File: src/hdl/ssmsd_pkg.sv
// Package: shared types, constants and the character table of the display multiplexer.
`default_nettype none
package ssmsd_pkg;

  localparam int DIGIT_COUNT = 4;
  localparam int MAX_TEXT    = 8;
  localparam int HEAD_CHARS  = 4;

  localparam logic [1:0] ACT_REFRESH   = 2'd0;
  localparam logic [1:0] ACT_ROLL      = 2'd1;
  localparam logic [1:0] ACT_LOAD_STAT = 2'd2;
  localparam logic [1:0] ACT_LOAD_ROLL = 2'd3;

  localparam logic [7:0] DOT_BIT    = 8'h80;
  localparam logic [7:0] CHAR_ZERO  = 8'h30;
  localparam logic [7:0] CHAR_DOT   = 8'h2E;
  localparam logic [2:0] DOT_NONE   = 3'd5;

  typedef struct packed {
    logic [1:0]  action;
    logic [31:0] text_head;
    logic [31:0] text_tail;
    logic [3:0]  text_length;
    logic [2:0]  dot_position;
  } in_item_t;

  typedef struct packed {
    logic [1:0] digit_select;
    logic [6:0] segments;
    logic       decimal_point;
  } out_item_t;

  typedef struct packed {
    logic       hit;
    logic [6:0] seg;
  } char_lookup_t;

  function automatic char_lookup_t char_pattern(input logic [7:0] ch);
    char_lookup_t r;
    r.hit = 1'b1;
    case (ch)
      "0":     r.seg = 7'h3F;
      "1":     r.seg = 7'h06;
      "2":     r.seg = 7'h5B;
      "3":     r.seg = 7'h4F;
      "4":     r.seg = 7'h66;
      "5":     r.seg = 7'h6D;
      "6":     r.seg = 7'h7D;
      "7":     r.seg = 7'h07;
      "8":     r.seg = 7'h7F;
      "9":     r.seg = 7'h6F;
      "A":     r.seg = 7'h77;
      "C":     r.seg = 7'h39;
      " ":     r.seg = 7'h00;
      "r":     r.seg = 7'h50;
      "d":     r.seg = 7'h5E;
      "P":     r.seg = 7'h73;
      "n":     r.seg = 7'h54;
      "o":     r.seg = 7'h5C;
      "i":     r.seg = 7'h10;
      "I":     r.seg = 7'h30;
      "-":     r.seg = 7'h40;
      "L":     r.seg = 7'h38;
      "u":     r.seg = 7'h1C;
      default: begin
        r.hit = 1'b0;
        r.seg = 7'h00;
      end
    endcase
    return r;
  endfunction

endpackage
`default_nettype wire

File: src/hdl/ssmsd_in_stage.sv
// Input register stage: holds one accepted item until the core takes it.
`default_nettype none
module ssmsd_in_stage
  import ssmsd_pkg::*;
(
  input  wire logic     clk,
  input  wire logic     rst_n,
  input  wire logic     in_valid,
  output logic          in_ready,
  input  wire in_item_t in_data,
  output logic          item_valid,
  input  wire logic     item_take,
  output in_item_t      item_data
);

  logic     valid_r, valid_nxt;
  in_item_t data_r;

  assign in_ready   = !valid_r || item_take;
  assign item_valid = valid_r;
  assign item_data  = data_r;

  always_comb begin
    valid_nxt = valid_r;
    if (in_ready) begin
      valid_nxt = in_valid;
    end
  end

  always_ff @(posedge clk) begin
    if (!rst_n) begin
      valid_r <= 1'b0;
    end else begin
      valid_r <= valid_nxt;
    end
  end

  always_ff @(posedge clk) begin
    if (in_valid && in_ready) begin
      data_r <= in_data;
    end
  end

endmodule
`default_nettype wire

File: src/hdl/ssmsd_core.sv
// Display state, per-item update logic and the result register.
`default_nettype none
module ssmsd_core
  import ssmsd_pkg::*;
#(
  parameter int TAIL_LIMIT = 4,
  parameter int DUTY_TOP   = 10
) (
  input  wire logic     clk,
  input  wire logic     rst_n,
  input  wire logic     item_valid,
  output logic          item_take,
  input  wire in_item_t item_data,
  input  wire logic [3:0] brightness,
  output logic          out_valid,
  input  wire logic     out_ready,
  output out_item_t     out_data
);

  localparam int TIDX_W = (TAIL_LIMIT > 1) ? $clog2(TAIL_LIMIT) : 1;

  logic [7:0] shown_r [HEAD_CHARS];
  logic [7:0] shown_nxt [HEAD_CHARS];
  logic [7:0] saved_r [HEAD_CHARS];
  logic [7:0] tail_r [TAIL_LIMIT];
  logic [2:0] tail_count_r, tail_count_nxt;
  logic       rolling_r, rolling_nxt;
  logic [2:0] roll_index_r, roll_index_nxt;
  logic [2:0] dot_digit_r, dot_digit_nxt;
  logic [2:0] lit_scan_r, lit_scan_nxt;
  logic [2:0] blank_scan_r, blank_scan_nxt;
  logic [3:0] duty_r, duty_nxt;
  logic [7:0] hold_r, hold_nxt;
  logic       out_valid_r, out_valid_nxt;
  out_item_t  out_r, out_nxt;

  logic [3:0]   len_c;
  logic [3:0]   tail_n;
  logic         emit;
  logic [1:0]   emit_digit;
  logic [7:0]   cur_ch;
  char_lookup_t lk;
  logic [3:0]   duty_step;

  assign item_take = item_valid && (!out_valid_r || out_ready);
  assign out_valid = out_valid_r;
  assign out_data  = out_r;

  always_comb begin
    len_c  = (item_data.text_length > 4'(MAX_TEXT)) ? 4'(MAX_TEXT) : item_data.text_length;
    tail_n = (len_c > 4'(HEAD_CHARS)) ? len_c - 4'(HEAD_CHARS) : 4'd0;
    if (tail_n > 4'(TAIL_LIMIT)) begin
      tail_n = 4'(TAIL_LIMIT);
    end
  end

  assign cur_ch    = shown_r[lit_scan_r[1:0]];
  assign lk        = char_pattern(cur_ch);
  assign duty_step = (duty_r != 4'd0) ? duty_r - 4'd1 : 4'(DUTY_TOP);

  always_comb begin
    for (int i = 0; i < HEAD_CHARS; i++) begin
      shown_nxt[i] = shown_r[i];
    end
    tail_count_nxt = tail_count_r;
    rolling_nxt    = rolling_r;
    roll_index_nxt = roll_index_r;
    dot_digit_nxt  = dot_digit_r;
    lit_scan_nxt   = lit_scan_r;
    blank_scan_nxt = blank_scan_r;
    duty_nxt       = duty_r;
    hold_nxt       = hold_r;
    emit           = 1'b0;
    emit_digit     = 2'd0;

    if (item_take) begin
      unique case (item_data.action)
        ACT_REFRESH: begin
          if (duty_r < brightness) begin
            if (lit_scan_r < 3'(DIGIT_COUNT)) begin
              if (cur_ch == CHAR_DOT) begin
                hold_nxt = DOT_BIT;
              end else if (lk.hit) begin
                hold_nxt = {(lit_scan_r == dot_digit_r), lk.seg};
              end
              emit         = 1'b1;
              emit_digit   = lit_scan_r[1:0];
              lit_scan_nxt = lit_scan_r + 3'd1;
            end else begin
              lit_scan_nxt = 3'd0;
              duty_nxt     = duty_step;
            end
          end else if (blank_scan_r < 3'(DIGIT_COUNT)) begin
            hold_nxt       = 8'h00;
            emit           = 1'b1;
            emit_digit     = blank_scan_r[1:0];
            blank_scan_nxt = blank_scan_r + 3'd1;
          end else begin
            blank_scan_nxt = 3'd0;
            duty_nxt       = duty_step;
          end
        end
        ACT_ROLL: begin
          if (rolling_r) begin
            for (int i = 0; i < HEAD_CHARS - 1; i++) begin
              shown_nxt[i] = shown_r[i + 1];
            end
            if (roll_index_r < tail_count_r) begin
              shown_nxt[HEAD_CHARS - 1] = tail_r[roll_index_r[TIDX_W-1:0]];
              roll_index_nxt = roll_index_r + 3'd1;
            end else begin
              roll_index_nxt = 3'd0;
              for (int i = 0; i < HEAD_CHARS; i++) begin
                shown_nxt[i] = saved_r[i];
              end
            end
          end
        end
        ACT_LOAD_STAT: begin
          for (int i = 0; i < HEAD_CHARS; i++) begin
            shown_nxt[i] = item_data.text_head[8*i +: 8];
          end
          dot_digit_nxt = item_data.dot_position;
          rolling_nxt   = 1'b0;
        end
        ACT_LOAD_ROLL: begin
          for (int i = 0; i < HEAD_CHARS; i++) begin
            if (4'(i) < len_c) begin
              shown_nxt[i] = item_data.text_head[8*i +: 8];
            end
          end
          tail_count_nxt = tail_n[2:0];
          rolling_nxt    = 1'b1;
          roll_index_nxt = 3'd0;
        end
        default: begin
        end
      endcase
    end

    // Result register: load a new result, or drop the one just taken.
    out_valid_nxt = out_valid_r && !out_ready;
    out_nxt       = out_r;
    if (emit) begin
      out_valid_nxt = 1'b1;
      out_nxt.digit_select  = emit_digit;
      out_nxt.segments      = hold_nxt[6:0];
      out_nxt.decimal_point = hold_nxt[7];
    end
  end

  always_ff @(posedge clk) begin
    if (!rst_n) begin
      for (int i = 0; i < HEAD_CHARS; i++) begin
        shown_r[i] <= CHAR_ZERO;
      end
      tail_count_r <= 3'd0;
      rolling_r    <= 1'b0;
      roll_index_r <= 3'd0;
      dot_digit_r  <= DOT_NONE;
      lit_scan_r   <= 3'd0;
      blank_scan_r <= 3'd0;
      duty_r       <= 4'd10;
      hold_r       <= 8'h00;
      out_valid_r  <= 1'b0;
    end else begin
      for (int i = 0; i < HEAD_CHARS; i++) begin
        shown_r[i] <= shown_nxt[i];
      end
      tail_count_r <= tail_count_nxt;
      rolling_r    <= rolling_nxt;
      roll_index_r <= roll_index_nxt;
      dot_digit_r  <= dot_digit_nxt;
      lit_scan_r   <= lit_scan_nxt;
      blank_scan_r <= blank_scan_nxt;
      duty_r       <= duty_nxt;
      hold_r       <= hold_nxt;
      out_valid_r  <= out_valid_nxt;
    end
  end

  // Payload registers: saved head, tail characters and the result.
  always_ff @(posedge clk) begin
    out_r <= out_nxt;
    if (item_take && item_data.action == ACT_LOAD_ROLL) begin
      for (int i = 0; i < HEAD_CHARS; i++) begin
        if (4'(i) < len_c) begin
          saved_r[i] <= item_data.text_head[8*i +: 8];
        end
      end
      for (int i = 0; i < TAIL_LIMIT; i++) begin
        if (4'(i) < tail_n) begin
          tail_r[i] <= item_data.text_tail[8*i +: 8];
        end
      end
    end
  end

endmodule
`default_nettype wire

File: src/hdl/seven_segment_mux_scroll_dimmer_top.sv
// Top level of the four-digit seven-segment multiplexer with scroll and dimming.
//
// Usage:
//   in_*  : item channel (valid/ready). Each item is a refresh tick, a roll
//           tick, a static message load or a rolling message load.
//   out_* : result channel (valid/ready). A refresh tick that drives a digit
//           yields one item: digit select, segments a..g and dot. Ticks that
//           end a scan pass, roll ticks and loads yield nothing.
//   cfg_* : brightness write, taken on any edge with cfg_we high; write it
//           only while the block is idle. Levels above ten light every step.
// Timing: an accepted item waits in the input register until the core takes it,
//   then the core updates the display state and loads the result register;
//   out_valid rises in the cycle after the core takes its item.
//   One item per cycle is sustained while out_ready stays high; the rate is set
//   by the update between input register and result register.
// Reset: all digits show '0', no dot, brightness ten, duty counter at ten,
//   static mode, both channels empty.
// Stall: while out_ready is low a held result stays put; the core holds the
//   next item in the input register and in_ready drops once that is full.
`default_nettype none
module seven_segment_mux_scroll_dimmer_top
  import ssmsd_pkg::*;
#(
  parameter int TAIL_LIMIT = 4,
  parameter int DUTY_TOP   = 10
) (
  input  wire logic       clk,
  input  wire logic       rst_n,
  input  wire logic       in_valid,
  output logic            in_ready,
  input  wire in_item_t   in_data,
  output logic            out_valid,
  input  wire logic       out_ready,
  output out_item_t       out_data,
  input  wire logic       cfg_we,
  input  wire logic [3:0] cfg_wdata
);

  logic [3:0] bright_level_r;
  logic       item_valid;
  logic       item_take;
  in_item_t   item_data;

  // Brightness register: lit duty steps out of DUTY_TOP + 1.
  always_ff @(posedge clk) begin
    if (!rst_n) begin
      bright_level_r <= 4'd10;
    end else if (cfg_we) begin
      bright_level_r <= cfg_wdata;
    end
  end

  // Hold one item ahead of the core.
  ssmsd_in_stage u_in_stage (
    .clk        (clk),
    .rst_n      (rst_n),
    .in_valid   (in_valid),
    .in_ready   (in_ready),
    .in_data    (in_data),
    .item_valid (item_valid),
    .item_take  (item_take),
    .item_data  (item_data)
  );

  // Advance the display state and register the result.
  ssmsd_core #(
    .TAIL_LIMIT (TAIL_LIMIT),
    .DUTY_TOP   (DUTY_TOP)
  ) u_core (
    .clk        (clk),
    .rst_n      (rst_n),
    .item_valid (item_valid),
    .item_take  (item_take),
    .item_data  (item_data),
    .brightness (bright_level_r),
    .out_valid  (out_valid),
    .out_ready  (out_ready),
    .out_data   (out_data)
  );

endmodule
`default_nettype wire

File: config.mk
export PLATFORM = sky130hd
export DESIGN_NAME = seven_segment_mux_scroll_dimmer_top
export DESIGN_NICKNAME = d
export VERILOG_FILES = /design/src/hdl/ssmsd_pkg.sv /design/src/hdl/ssmsd_in_stage.sv /design/src/hdl/ssmsd_core.sv /design/src/hdl/seven_segment_mux_scroll_dimmer_top.sv
export SDC_FILE = /design/constraint.sdc
export NUM_CORES = 1
export LEC_CHECK = 0
export ABC_CLOCK_PERIOD_IN_PS = 3000
export BUFFER_PORTS_ARGS = -buffer_cell sky130_fd_sc_hd__buf_2
export CAP_MARGIN = 20
export CORE_MARGIN = 5
export CORE_UTILIZATION = 40
export CTS_CLUSTER_DIAMETER = 80
export CTS_CLUSTER_SIZE = 28
export DETAILED_ROUTE_END_ITERATION = 12
export GPL_TIMING_DRIVEN = 1
export PLACE_DENSITY = 0.58
export SLEW_MARGIN = 20
export SYNTH_ARGS = -nofsm -noshare
export SYNTH_HDL_FRONTEND = slang
export SYNTH_SLANG_ARGS = --single-unit
File: constraint.sdc
create_clock -name clk -period 3 [get_ports clk]
set_clock_uncertainty 0.2 [all_clocks]
set_input_delay 0 -clock clk [delete_from_list [all_inputs] [get_ports clk]]
set_output_delay 0 -clock clk [all_outputs]
set_load 0.02 [all_outputs]
# Word level (Yosys, flattened, before mapping)
# Memory sizes are Yosys's and may differ from the RTL's. A register that Yosys moved wholly into a read port is not among the register bits.
# Cells that the tools add are included.
# totals
memories,3
elab_cells,179
reg_bits,117
mem_bits_ro,0
in_bits,82
ramBits,96
out_inout_bits,12
latchBits,0
# memory_table
name,depth,word_bits,rd,rd_ports_with_merged_regs,write_ports,line_no,text
u_core.saved_r,4,8,4,0,4,ssmsd_core.sv:24,logic [7:0] saved_r [HEAD_CHARS];
u_core.shown_r,4,8,4,1,4,ssmsd_core.sv:22,logic [7:0] shown_r [HEAD_CHARS];
u_core.tail_r,4,8,1,1,4,ssmsd_core.sv:25,logic [7:0] tail_r [TAIL_LIMIT];
# op_classes
bitwise,5
eq_ne,35
addsub,5
n_mul,0
n_lt_le_gt_ge,15
div_mod_pow,0
shifts,0
muxes,74
reduce_logical,23
# ops
cell,count
7-bit one-hot mux with 22 select lines,1
8-bit 2-to-1 mux,16
8-bit by 6-bit == test with 1-bit output (second input constant),13
32-bit one-hot mux with 3 select lines,1
8-bit by 7-bit == test with 1-bit output (second input constant),11
32-bit 2-to-1 mux,2
1-bit 2-to-1 mux,33
4-bit 2-to-1 mux,7
24-bit 2-to-1 mux,1
23-bit OR reduction,1
1-bit by 4-bit < comparator with 1-bit output (first input constant),4
2-bit by 4-bit < comparator with 1-bit output (first input constant),4
2-bit 2-to-1 mux,7
3-bit 2-to-1 mux,4
3-bit by 1-bit adder with 3-bit output (second input constant),3
3-bit AND reduction,3
4-bit by 3-bit greater-than comparator with 1-bit output (second input constant),2
2-bit AND reduction,4
3-bit < comparator (second input constant),2
3-bit != test (second input constant),2
3-bit one-hot mux with 2 select lines,1
5-bit AND reduction,1
2-bit == test (second input constant),2
4-bit greater-than comparator (second input constant),1
other kinds (20),31

# Longest topological paths before layout
# Gate-level depths: netlist (run 1).
# logic_depth
depth_word,10
mapped_depth,10
depth_no_buf,8

# Modules after synthesis
# From an unflattened synthesis (run 1), not the netlist that was laid out.
# hier_totals
hier_cells,726
hier_area_um2,9216.3
# by_module_without_submodules
mod,seq_area_each_um2,n_inst,area_each_um2,cells_each
ssmsd_core,3603.5,1,6821.5,635
ssmsd_in_stage,2212.1,1,2249.7,78
seven_segment_mux_scroll_dimmer_top,80.1,1,145.1,13

# Worst setup path after synthesis (run 1)
# Ideal clock, no wire load.
# synth_timing
kind,register -> register
startpoint,"reg u_core.out_valid_r, in the netlist u_core.out_valid"
endpoint,"reg u_in_stage.data_r, in the netlist u_in_stage.item_data[0], enable pin"
path_buffers,0
required_time_ns,2.361
arrival_ns,2.467
setup_time_ns,0.439
synth_period_minus_slack_ns,3.106
stages_incl_launch_ff,4
slack_ns,-0.106
path_cell_list,dfxtp_1 nor2b_1 nand2_1 and2_1
# synth_via
elab_chain_len,5
# synth_rtl
item,line_no,text
start: declaration,ssmsd_core.sv:34,"logic out_valid_r, out_valid_nxt;"
start signal: assignment,ssmsd_core.sv:178,out_valid_r <= out_valid_nxt;
1-bit zero test,ssmsd_core.sv:45,assign item_take = item_valid && (!out_valid_r || out_ready);
1-bit logical OR,ssmsd_core.sv:45,
1-bit logical AND,ssmsd_core.sv:45,
1-bit logical OR,ssmsd_in_stage.sv:19,assign in_ready = !valid_r || item_take;
via in_ready,seven_segment_mux_scroll_dimmer_top.sv:30,"output logic in_ready,"
1-bit logical AND,ssmsd_in_stage.sv:39,if (in_valid && in_ready) begin
end signal: assignment,ssmsd_in_stage.sv:40,data_r <= in_data;
end: declaration,ssmsd_in_stage.sv:17,in_item_t data_r;
# The timed path passes the listed nets, and every way through them passes these cells.
# A chain may end at the register's enable or synchronous reset.

==> impl_metrics.json, run 1 <==
{
  "clk_latency_ns": 0.48,
  "critPathRequiredTime_ns": 3.02,
  "drcViolationCount": 0,
  "p_total_uw": 5789,
  "syn-num-nets": 808,
  "antenna_found_initial": 0,
  "slew_headroom_pct": 55.94,
  "grt_setup_unrepaired": "false",
  "path_buf_inv": 0,
  "synth_area_per_cell_um2": 12.84,
  "htreeDepth": 1,
  "layout_common_cells": "155 x edfxtp_1, 93 x buf_2, 91 x dlygate4sd3_1, 90 x nand2_1, 60 x dfxtp_1",
  "final_common_cell": "edfxtp_1",
  "hold_violations": 0,
  "whs_endpoint": "u_in_stage.item_data[72]",
  "r2r-end": "u_core.out_data[2]",
  "routed-via-count": 6236,
  "synth_top_cell_by_area": "edfxtp_1",
  "fillers": 1945,
  "fmax_ghz": 0.3462,
  "rows": 55,
  "seq_area_um2": 5901,
  "syn_to_final_growth_pct": 25.77,
  "worst-setup-path-type": "reg2reg",
  "grt_usage_pct": 15.79,
  "worstMarginPinSlew_ns": 0.6565,
  "period_share_pct": 96.28,
  "design.core.area_um2": 22570,
  "die_h_um": 161.1,
  "cp.arrival_ns": 2.91,
  "setup_viol": 0,
  "ctsRootBufferMaster": "clkbuf_16",
  "synth-seq-area-share_pct": 64.58,
  "synth_cells": 711,
  "cts.sinks": 217,
  "synthDistinctLibCells": 72,
  "status": "finished clean",
  "ir_drop_mv": 0.5108,
  "die_w_um": 161.1,
  "crit_chain": "mux4_2 -> or3b_1 -> a2111o_1 -> o211a_2 -> a41o_2 -> nand2_1 -> nand2_1",
  "crit_family": "compound AO/OA/AOI/OAI gates",
  "cp_slowest_cell": "mux4_2",
  "numCtsBuffers": 13,
  "cp_max_fo": 7,
  "slowest_delay_ns": 0.53,
  "routed_wl_um": 20820,
  "synth_edf_count": 155,
  "r2r_cells": 7,
  "drt_pre_antenna_iters": 5,
  "p_leak_uw": 0.004434,
  "diodes": 0,
  "drive_gt1_share_pct": 19.65,
  "drv_slew": 0,
  "tritoncts": "yes",
  "synth_seq_cells": 217,
  "post_drt_wl_per_cell_um": 17.33,
  "synth_top_area_share_pct": 50.99,
  "endpoint_kind": "flop",
  "via_per_inst": 5.192,
  "max-cap-violations": 0,
  "ant_nets": 0,
  "drtIter0Drc": 381,
  "synth_area_leaders": "edfxtp_1 51%, dfxtp_1 14%, mux2i_1 4.2%",
  "place.gp.congestion": 0.8958,
  "port_buffers": 93,
  "hold_path_depth": 2,
  "final_nets": 1007,
  "min_path_type": "in2reg",
  "grt_pass1_wl_um": 33370,
  "clockBufferDepth": 3,
  "finalCriticalPeriod_ns": 2.888,
  "dp_hpwl_um": 14330,
  "synthArstFlopShare_pct": 0,
  "io_pins": 94,
  "multi_input_area_um2": 3042,
  "start_util_pct": 40.44,
  "start_kind": "flop",
  "grt_max_degree": 49,
  "finalWorstSetupSlack_ns": 0.1115,
  "rrSetupSlack_ns": 0.11,
  "synth_flop_cell": "edfxtp_1",
  "fp.dieArea_um2": 25940,
  "path_clk_slew_ns": 0.11,
  "grt_pass1_vias": 6335,
  "netlist_area_um2": 9129,
  "timing.critical_path.mode_cell": "nand2_1",
  "preCtsSetupSlack_ns": -0.01255,
  "ys_warn_count": 0,
  "p_per_area_nw_per_um2": 504.2,
  "min_from": "in_data[72]",
  "grt.overflow.total": 0
}
-- routing by layer --
layer | vias to the layer above | track usage [%] | part of all wire [%]
met5 | - | 0 | 0
met4 | 0 | 3.257 | 1.7
met3 | 23 | 2.245 | 3.6
met2 | 137 | 27.42 | 49
met1 | 3015 | 21.30 | 45
li1 | 3061 | - | -
-- state kept, by name (all words and copies together) (netlist names), 3 cells and up, named ones only --
name	flops
u_in_stage.item_data	73
u_core.saved_r	32
u_core.shown_r	32
u_core.tail_r	32
u_core.out_data	10
u_core.hold_r	8
bright_level_r	4
u_core.duty_r	4
u_core.blank_scan_r	3
u_core.dot_digit_r	3
u_core.lit_scan_r	3
u_core.roll_index_r	3
u_core.tail_count_r	3
-- power by group --
group	internal [µW]	leakage [µW]	switching [µW]
Clock	864	0.000200	1030
Combinational	256	0.00226	264
Sequential	3320	0.00198	61.3
-- cells by family after synthesis --
family | after synthesis | share of synthesized area (%)
and+or+nand+nor | 218 | 11.53
DFF | 217 | 64.58
AOI/OAI and AO/OA | 146 | 10.76
buffers and inverters | 55 | 2.357
muxes | 55 | 8.237
adders and majority gates | 15 | 2.056
xor gates and xnor gates | 5 | 0.4797
-- through the flow --
stage	hold slack, ns	utilization (%)	area [µm²]	setup TNS, ns	instances
global placement	-0.02411	44.79	10110	0	1087
global route	0.01110	50.86	11480	0	1201
CTS	0.007562	50.70	11440	0	1199
finish	0.02402	50.86	11480	0	1201
detailed placement	-0.02190	44.79	10110	-0.04399	1087
floorplan	-0.1011	-	9130	0	711
-- cells in the mapped netlist (5+ instances only) --
| master | count |
|---|---|
| a21oi_1 | 47 |
| nand2_1 | 90 |
| dfxtp_1 | 62 |
| mux2i_1 | 38 |
| o21ai_1 | 11 |
| mux4_2 | 16 |
| nand3_1 | 20 |
| nand2b_1 | 9 |
| edfxtp_1 | 155 |
| ha_1 | 15 |
| nor2_1 | 45 |
| inv_1 | 16 |
| o211ai_1 | 30 |
| and2_1 | 8 |
| a211oi_1 | 7 |
| nor3_1 | 10 |
| a31oi_1 | 5 |
| o21ai_0 | 8 |
| and3_1 | 5 |
| nor2b_1 | 6 |
| clkbuf_1 | 33 |
-- worst max path at each step --
stage	end	depth (start not counted)
4_1_cts	u_core.out_data[0]	7
5_1_grt	u_core.out_data[6]	9
6_report	u_core.out_data[2]	7
2_1_floorplan	u_core.out_data[0]	8
3_3_place_gp	u_core.out_data[2]	7
3_5_place_dp	u_core.out_data[2]	8
-- layout make-up --
cell class                 count  area share (%)
sequential                   217           51.40
tap                          285           3.106
timing repair buffer         220           14.70
clock buffer                  17           2.964
multi-input combinational    439           26.49
clock inverter                 4          0.7193
inverter                      19          0.6212
-- worst reg2reg max path: cells and delay by family, from the launching register on --
family | cells | cell delay, ns
AO/OA/AOI/OAI | 3 | 0.98
AND/OR/NAND/NOR | 3 | 0.55
multiplexers | 1 | 0.53
flip-flops | 1 | 0.40
-- repair_timing --
| item | 4_1_cts | 5_1_grt |
|---|---|---|
| hold buffers | 91 | 0 |
| setup endpoints to repair | 7 | 10 |
| setup buffers | 0 | 2 |
| resized for setup | 1 | 6 |
| hold endpoints to repair | 155 | 0 |
| pin swaps | 0 | 2 |
(Power assumes the default switching activity.)
==> inputs of run 2 (changes only) <==
- SYNTH_HIERARCHICAL: not set -> 1
==> run 2 against run 1 <==
Against the previous run: register-to-register slack worse by 0.07 ns; count of clock-buffer cells in the layout up 1; total power up 7.1%; worst hold slack worse by 0.016 ns; final area up 8.8%; utilization up 4.3 points; synthesized cell count up 2.1%; non-clock buffer count up 85; first-iteration DRC count down 18%; via count up 10%; fmax down 2.3%; worst setup slack worse by 0.068 ns; critical endpoint is now u_core/out_data[2]; largest cell class unchanged; largest power group unchanged.
==> impl_metrics.json, run 2 <==
{
  "synth_flop_cell": "edfxtp_1",
  "start_kind": "flop",
  "synth_seq_cells": 217,
  "largest_reg_flops": 73,
  "p_sw_share_pct": 24.30,
  "antenna_found_initial": 0,
  "p_leak_uw": 0.004850,
  "synthTopCellsByCount": "155 x edfxtp_1, 68 x nand2_1, 62 x dfxtp_1, 54 x nor2_1, 47 x a21oi_1",
  "final_nets": 1105,
  "path_clk_slew_ns": 0.10,
  "grt_pass1_wl_um": 37610,
  "drtIter0Drc": 311,
  "sequentialPowerShare_pct": 55.2,
  "fp.dieArea_um2": 26180,
  "ant_nets": 0,
  "ir_drop_mv": 0.4262,
  "ys_warn_count": 6,
  "grt_max_degree": 65,
  "p_int_uw": 4694,
  "die_h_um": 161.8,
  "synth.most_common_cell": "edfxtp_1",
  "p_total_uw": 6201,
  "slew_headroom_pct": 52.00,
  "syn-num-nets": 823,
  "power_switching_uw": 1507,
  "ctsRootBufferMaster": "clkbuf_16",
  "cp_slowest_cell": "mux4_2",
  "drv_slew": 0,
  "endpoint_kind": "flop",
  "hold_violations": 0,
  "cts.sinks": 217,
  "port_buffers": 93,
  "synth_top_cell_by_area": "edfxtp_1",
  "crit_family": "multiplexers",
  "die_w_um": 161.8,
  "path_buf_inv": 3,
  "r2r-end": "u_core/out_data[2]",
  "start_util_pct": 40.71,
  "synth_edf_count": 155,
  "routed-via-count": 6862,
  "grt_setup_unrepaired": "true",
  "diodes": 0,
  "cp_max_fo": 6,
  "clockBufferDepth": 3,
  "dp_hpwl_um": 16070,
  "slowest_delay_ns": 0.55,
  "holdWs_ns": 0.008063,
  "timing.critical_path.mode_cell": "buf_4",
  "drive_gt1_share_pct": 22.83,
  "design.core.area_um2": 22640,
  "synthDistinctLibCells": 65,
  "fillers": 1849,
  "io_pins": 94,
  "grt_usage_pct": 17.79,
  "syn_to_final_growth_pct": 35.50,
  "netlist_area_um2": 9216,
  "layout_common_cells": "155 x edfxtp_1, 141 x dlygate4sd3_1, 93 x buf_2, 68 x nand2_1, 64 x buf_4",
  "rrSetupSlack_ns": 0.04,
  "worst-setup-path-type": "reg2reg",
  "status": "finished clean",
  "critPathRequiredTime_ns": 3.01,
  "final_common_cell": "edfxtp_1",
  "grt.overflow.total": 0,
  "p_per_area_nw_per_um2": 496.5,
  "numCtsBuffers": 14,
  "place.gp.congestion": 0.8249,
  "rows": 55,
  "comb_power_share_pct": 12.2,
  "fmax_ghz": 0.3382,
  "drcViolationCount": 0,
  "synth_area_per_cell_um2": 12.69,
  "grt_pass1_vias": 7012,
  "clk_latency_ns": 0.51,
  "synth_top_area_share_pct": 50.50,
  "place_inst": 1125,
  "min_from": "in_data[45]",
  "whs_endpoint": "u_in_stage/item_data[45]",
  "min_path_type": "in2reg",
  "synth_cells": 726,
  "tritoncts": "yes",
  "htreeDepth": 1,
  "routed_wl_um": 23650,
  "cp.arrival_ns": 2.97,
  "setup_viol": 0,
  "hold_path_depth": 2,
  "p_clk_share_pct": 32.6,
  "max-cap-violations": 0,
  "worstMarginPinSlew_ns": 0.7153,
  "post_drt_wl_per_cell_um": 18.17,
  "synth-seq-area-share_pct": 63.97,
  "synthArstFlopShare_pct": 0,
  "finalCriticalPeriod_ns": 2.957,
  "crit_chain": "buf_6 -> mux4_2 -> nand2b_1 -> buf_4 -> mux2i_2 -> a22oi_2 -> buf_4 -> and3_2 -> nand4_1 -> nand3_1",
  "synth_area_leaders": "edfxtp_1 51%, dfxtp_1 13%, mux2i_1 4.7%",
  "fin_cells": 1301,
  "period_share_pct": 98.56,
  "drt_pre_antenna_iters": 4,
  "via_per_inst": 5.274,
  "r2r_cells": 10
}
==> run 2: logic make-up after synthesis <==
logic type,count (synthesis),share of synthesized area [%]
simple gates,221,11.68
flops,217,63.97
compound gates,147,10.44
buf+inv,62,2.769
mux,61,8.824
fa+ha+maj,15,2.036
xor+xnor,3,0.2851
==> run 2: worst max-delay path by stage <==
| stage | slack (ns) | from | to | cells after the start |
|---|---|---|---|---|
| floorplan | -0.03 | flop | u_core/out_data[5] | 9 |
| global placement | -0.01 | flop | u_core/out_data[1] | 8 |
| detailed placement | -0.09 | flop | u_core/hold_r[4] | 9 |
| CTS | 0.02 | flop | u_core/hold_r[2] | 6 |
| global route | -0.03 | u_core/shown_r[0][7] | u_core/out_data[1] | 10 |
| finish | 0.04 | flop | u_core/out_data[2] | 10 |
==> run 2: worst register-to-register path, cell delays in order, from the launching register on <==
cell	delay, ns
dfxtp_4	0.38
buf_6	0.14
mux4_2	0.55
nand2b_1	0.25
buf_4	0.18
mux2i_2	0.25
a22oi_2	0.12
buf_4	0.16
and3_2	0.24
nand4_1	0.13
nand3_1	0.09
==> run 2: final cells by class <==
class / count / area, µm² / area share [%]
clock inverter: 6 / 87.58 / 0.7013
inverter: 22 / 82.58 / 0.6613
tap: 285 / 356.6 / 2.855
sequential: 217 / 5903 / 47.27
multi-input combinational: 448 / 3209 / 25.70
clock buffer: 18 / 386.6 / 3.096
timing repair buffer: 305 / 2462 / 19.72
==> run 2: timing repair <==
item / 4_1_cts / 5_1_grt
cloned: 0 / 1
hold endpoints to repair: 116 / 1
pin swaps: 0 / 14
setup endpoints to repair: 15 / 16
buffers inserted: 0 / 10
gates resized for setup: 3 / 29
hold buffers: 140 / 1
==> run 2: stage by stage <==
step	TNS (ns)	setup slack [ns]	instance area, µm²	utilization (%)
after global routing	-0.08195	-0.02511	12490	55.16
after CTS	0	0.01584	12260	54.15
after global placement	-0.02373	-0.01175	10380	45.84
after detailed placement	-0.2975	-0.08799	10380	45.84
final	0	0.04319	12490	55.16
after floorplan	-0.1002	-0.03491	9228	-
==> run 2: layer usage <==
layer / vias up / track usage, % / wire length (µm)
li1: 3307 / - / -
met1: 3351 / 22.73 / 10090
met2: 169 / 31.74 / 11980
met3: 35 / 2.690 / 994
met4: 0 / 4.652 / 580
met5: - / 0 / 0
==> run 2: power groups by stage <==
stage,sequential (µW),clock [µW],combinational (µW)
global route,3440,2190,824
detailed placement,3500,0,570
global placement,3490,0,566
finish,3420,2020,754
CTS,3430,2080,714
floorplan,3460,0,335
==> inputs of run 3 (changes only) <==
- ABC_CLOCK_PERIOD_IN_PS: 3000 -> 2800
- PLACE_DENSITY: 0.58 -> 0.56
- SYNTH_HIERARCHICAL: 1 -> not set
- clock period: 3 -> 2.8 ns (I/O delays scaled with it)
==> run 3 against run 2 <==
Against the previous run: the run now ends with setup timing left; fmax rose by 3.9%; sequential power rose by 6%; flip-flop and latch count did not move; routed wire length fell by 8.3%; critical path depth fell by 3; total power rose by 3.3%; final cell count fell by 3.1%; count of clock-buffer cells in the layout rose by 1; critical path type unchanged; largest cell class unchanged.
==> impl_metrics.json, run 3 (same netlist as run 1, synthesis figures left out) <==
{
  "preCtsSetupSlack_ns": -0.2039,
  "slew_headroom_pct": 55.13,
  "rrSetupSlack_ns": -0.04,
  "htreeDepth": 1,
  "min_from": "in_data[29]",
  "fp.dieArea_um2": 25940,
  "design.core.area_um2": 22570,
  "power_switching_uw": 1476,
  "p_per_area_nw_per_um2": 528.7,
  "p_clk_share_pct": 33.7,
  "layout_common_cells": "155 x edfxtp_1, 113 x dlygate4sd3_1, 93 x buf_2, 86 x nand2_1, 63 x buf_4",
  "finalWorstSetupSlack_ns": -0.04460,
  "cp_max_fo": 7,
  "drive_gt1_share_pct": 24.39,
  "p_total_uw": 6405,
  "via_per_inst": 5.128,
  "endpoint_kind": "flop",
  "grt.overflow.total": 0,
  "path_clk_slew_ns": 0.11,
  "largest_reg_flops": 73,
  "dp_hpwl_um": 14780,
  "p_leak_uw": 0.004746,
  "tritoncts": "yes",
  "r2r-end": "u_core.out_data[4]",
  "grt_setup_unrepaired": "true",
  "finalCriticalPeriod_ns": 2.845,
  "clk_latency_ns": 0.49,
  "drt_pre_antenna_iters": 8,
  "cts.sinks": 217,
  "routed-via-count": 6466,
  "numCtsBuffers": 14,
  "syn_to_final_growth_pct": 32.72,
  "routed_wl_um": 21690,
  "antenna_found_initial": 0,
  "die_h_um": 161.1,
  "ctsRootBufferMaster": "clkbuf_16",
  "p_int_uw": 4929,
  "start_kind": "flop",
  "comb_power_share_pct": 9.9,
  "p_sw_share_pct": 23.05,
  "period_share_pct": 101.6,
  "crit_chain": "mux4_2 -> or3b_1 -> a2111o_1 -> o211a_4 -> a41o_4 -> nand2_1 -> o21ai_2",
  "drv_slew": 0,
  "sequentialPowerShare_pct": 56.4,
  "grt_pass1_wl_um": 34580,
  "die_w_um": 161.1,
  "min_path_type": "in2reg",
  "drtIter0Drc": 332,
  "cp_slowest_cell": "mux4_2",
  "status": "finished, violations left",
  "cp.arrival_ns": 2.86,
  "diodes": 0,
  "rows": 55,
  "setup_viol": 5,
  "critPathRequiredTime_ns": 2.81,
  "r2r_cells": 7,
  "grt_pass1_vias": 6694,
  "hold_path_depth": 2,
  "worst-setup-path-type": "reg2reg",
  "slowest_delay_ns": 0.55,
  "start_util_pct": 40.44,
  "violations": "setup timing",
  "worstMarginPinSlew_ns": 0.6686,
  "fmax_ghz": 0.3515,
  "post_drt_wl_per_cell_um": 17.20,
  "grt_max_degree": 45,
  "max-cap-violations": 0,
  "drcViolationCount": 0,
  "hold_violations": 0,
  "final_nets": 1065,
  "clockBufferDepth": 3,
  "place.gp.congestion": 0.8436,
  "whs_endpoint": "u_in_stage.item_data[29]",
  "final_common_cell": "edfxtp_1",
  "fin_util_pct": 53.68,
  "io_pins": 94,
  "grt_usage_pct": 16.42,
  "ir_drop_mv": 0.4658,
  "port_buffers": 93,
  "ant_nets": 0
}
## run 3: repair_timing
action                                 in CTS  in global routing
gates resized for setup                    16                 19
endpoints found under the hold margin     158                  2
hold buffers                              111                  2
pin swaps                                   9                  9
setup endpoints to repair                  16                 16
setup buffers                               6                  3
## run 3: worst max-delay path by stage
stage | from | end | slack, ns
final | flop | u_core.out_data[4] | -0.04
after global routing | flop | u_core.out_data[3] | -0.12
after CTS | flop | u_core.out_data[2] | -0.04
after detailed placement | flop | u_core.out_data[4] | -0.20
after global placement | flop | u_core.out_data[4] | -0.13
after floorplan | flop | u_core.out_data[0] | -0.01
## run 3: area by class of cell
type	instances	area (µm²)
multi-input combinational	439	3156
inverter	19	71.32
clock inverter	5	53.80
tap	285	356.6
clock buffer	19	400.4
timing repair buffer	277	2177
fill	1876	10460
sequential	217	5901
## run 3: critical path, delay by kind of cell, from the launching register on
family	cells	cell delay [ns]
AO/OA/AOI/OAI	4	0.97
multiplexers	1	0.55
AND/OR/NAND/NOR	2	0.49
flip-flops	1	0.39
## run 3: power by group through the flow
stage / clock network, µW / registers (µW) / logic (µW)
6_report: 2160 / 3610 / 636
5_1_grt: 2340 / 3630 / 695
4_1_cts: 2230 / 3620 / 619
3_5_place_dp: 0 / 3690 / 484
3_3_place_gp: 0 / 3690 / 474
2_1_floorplan: 0 / 3660 / 280
## run 3: routing by layer
metal | vias to the layer above | share of wire [%] | global-route usage, %
met2 | 135 | 49 | 28.72
met5 | - | 0 | 0
met1 | 3114 | 45 | 21.64
met3 | 32 | 3.5 | 2.297
met4 | 0 | 2.3 | 4.226
li1 | 3185 | - | -
## run 3: through the flow
stage / hold WS (ns) / std cells / setup TNS (ns) / area (µm²)
detailed placement: -0.02190 / 1115 / -2.268 / 10330
global placement: -0.02413 / 1115 / -1.132 / 10330
floorplan: -0.1011 / 711 / -0.01051 / 9153
CTS: 0.0002054 / 1256 / -0.2453 / 12010
finish: 0.01344 / 1261 / -0.1171 / 12120
global route: 0.0001961 / 1261 / -1.134 / 12120
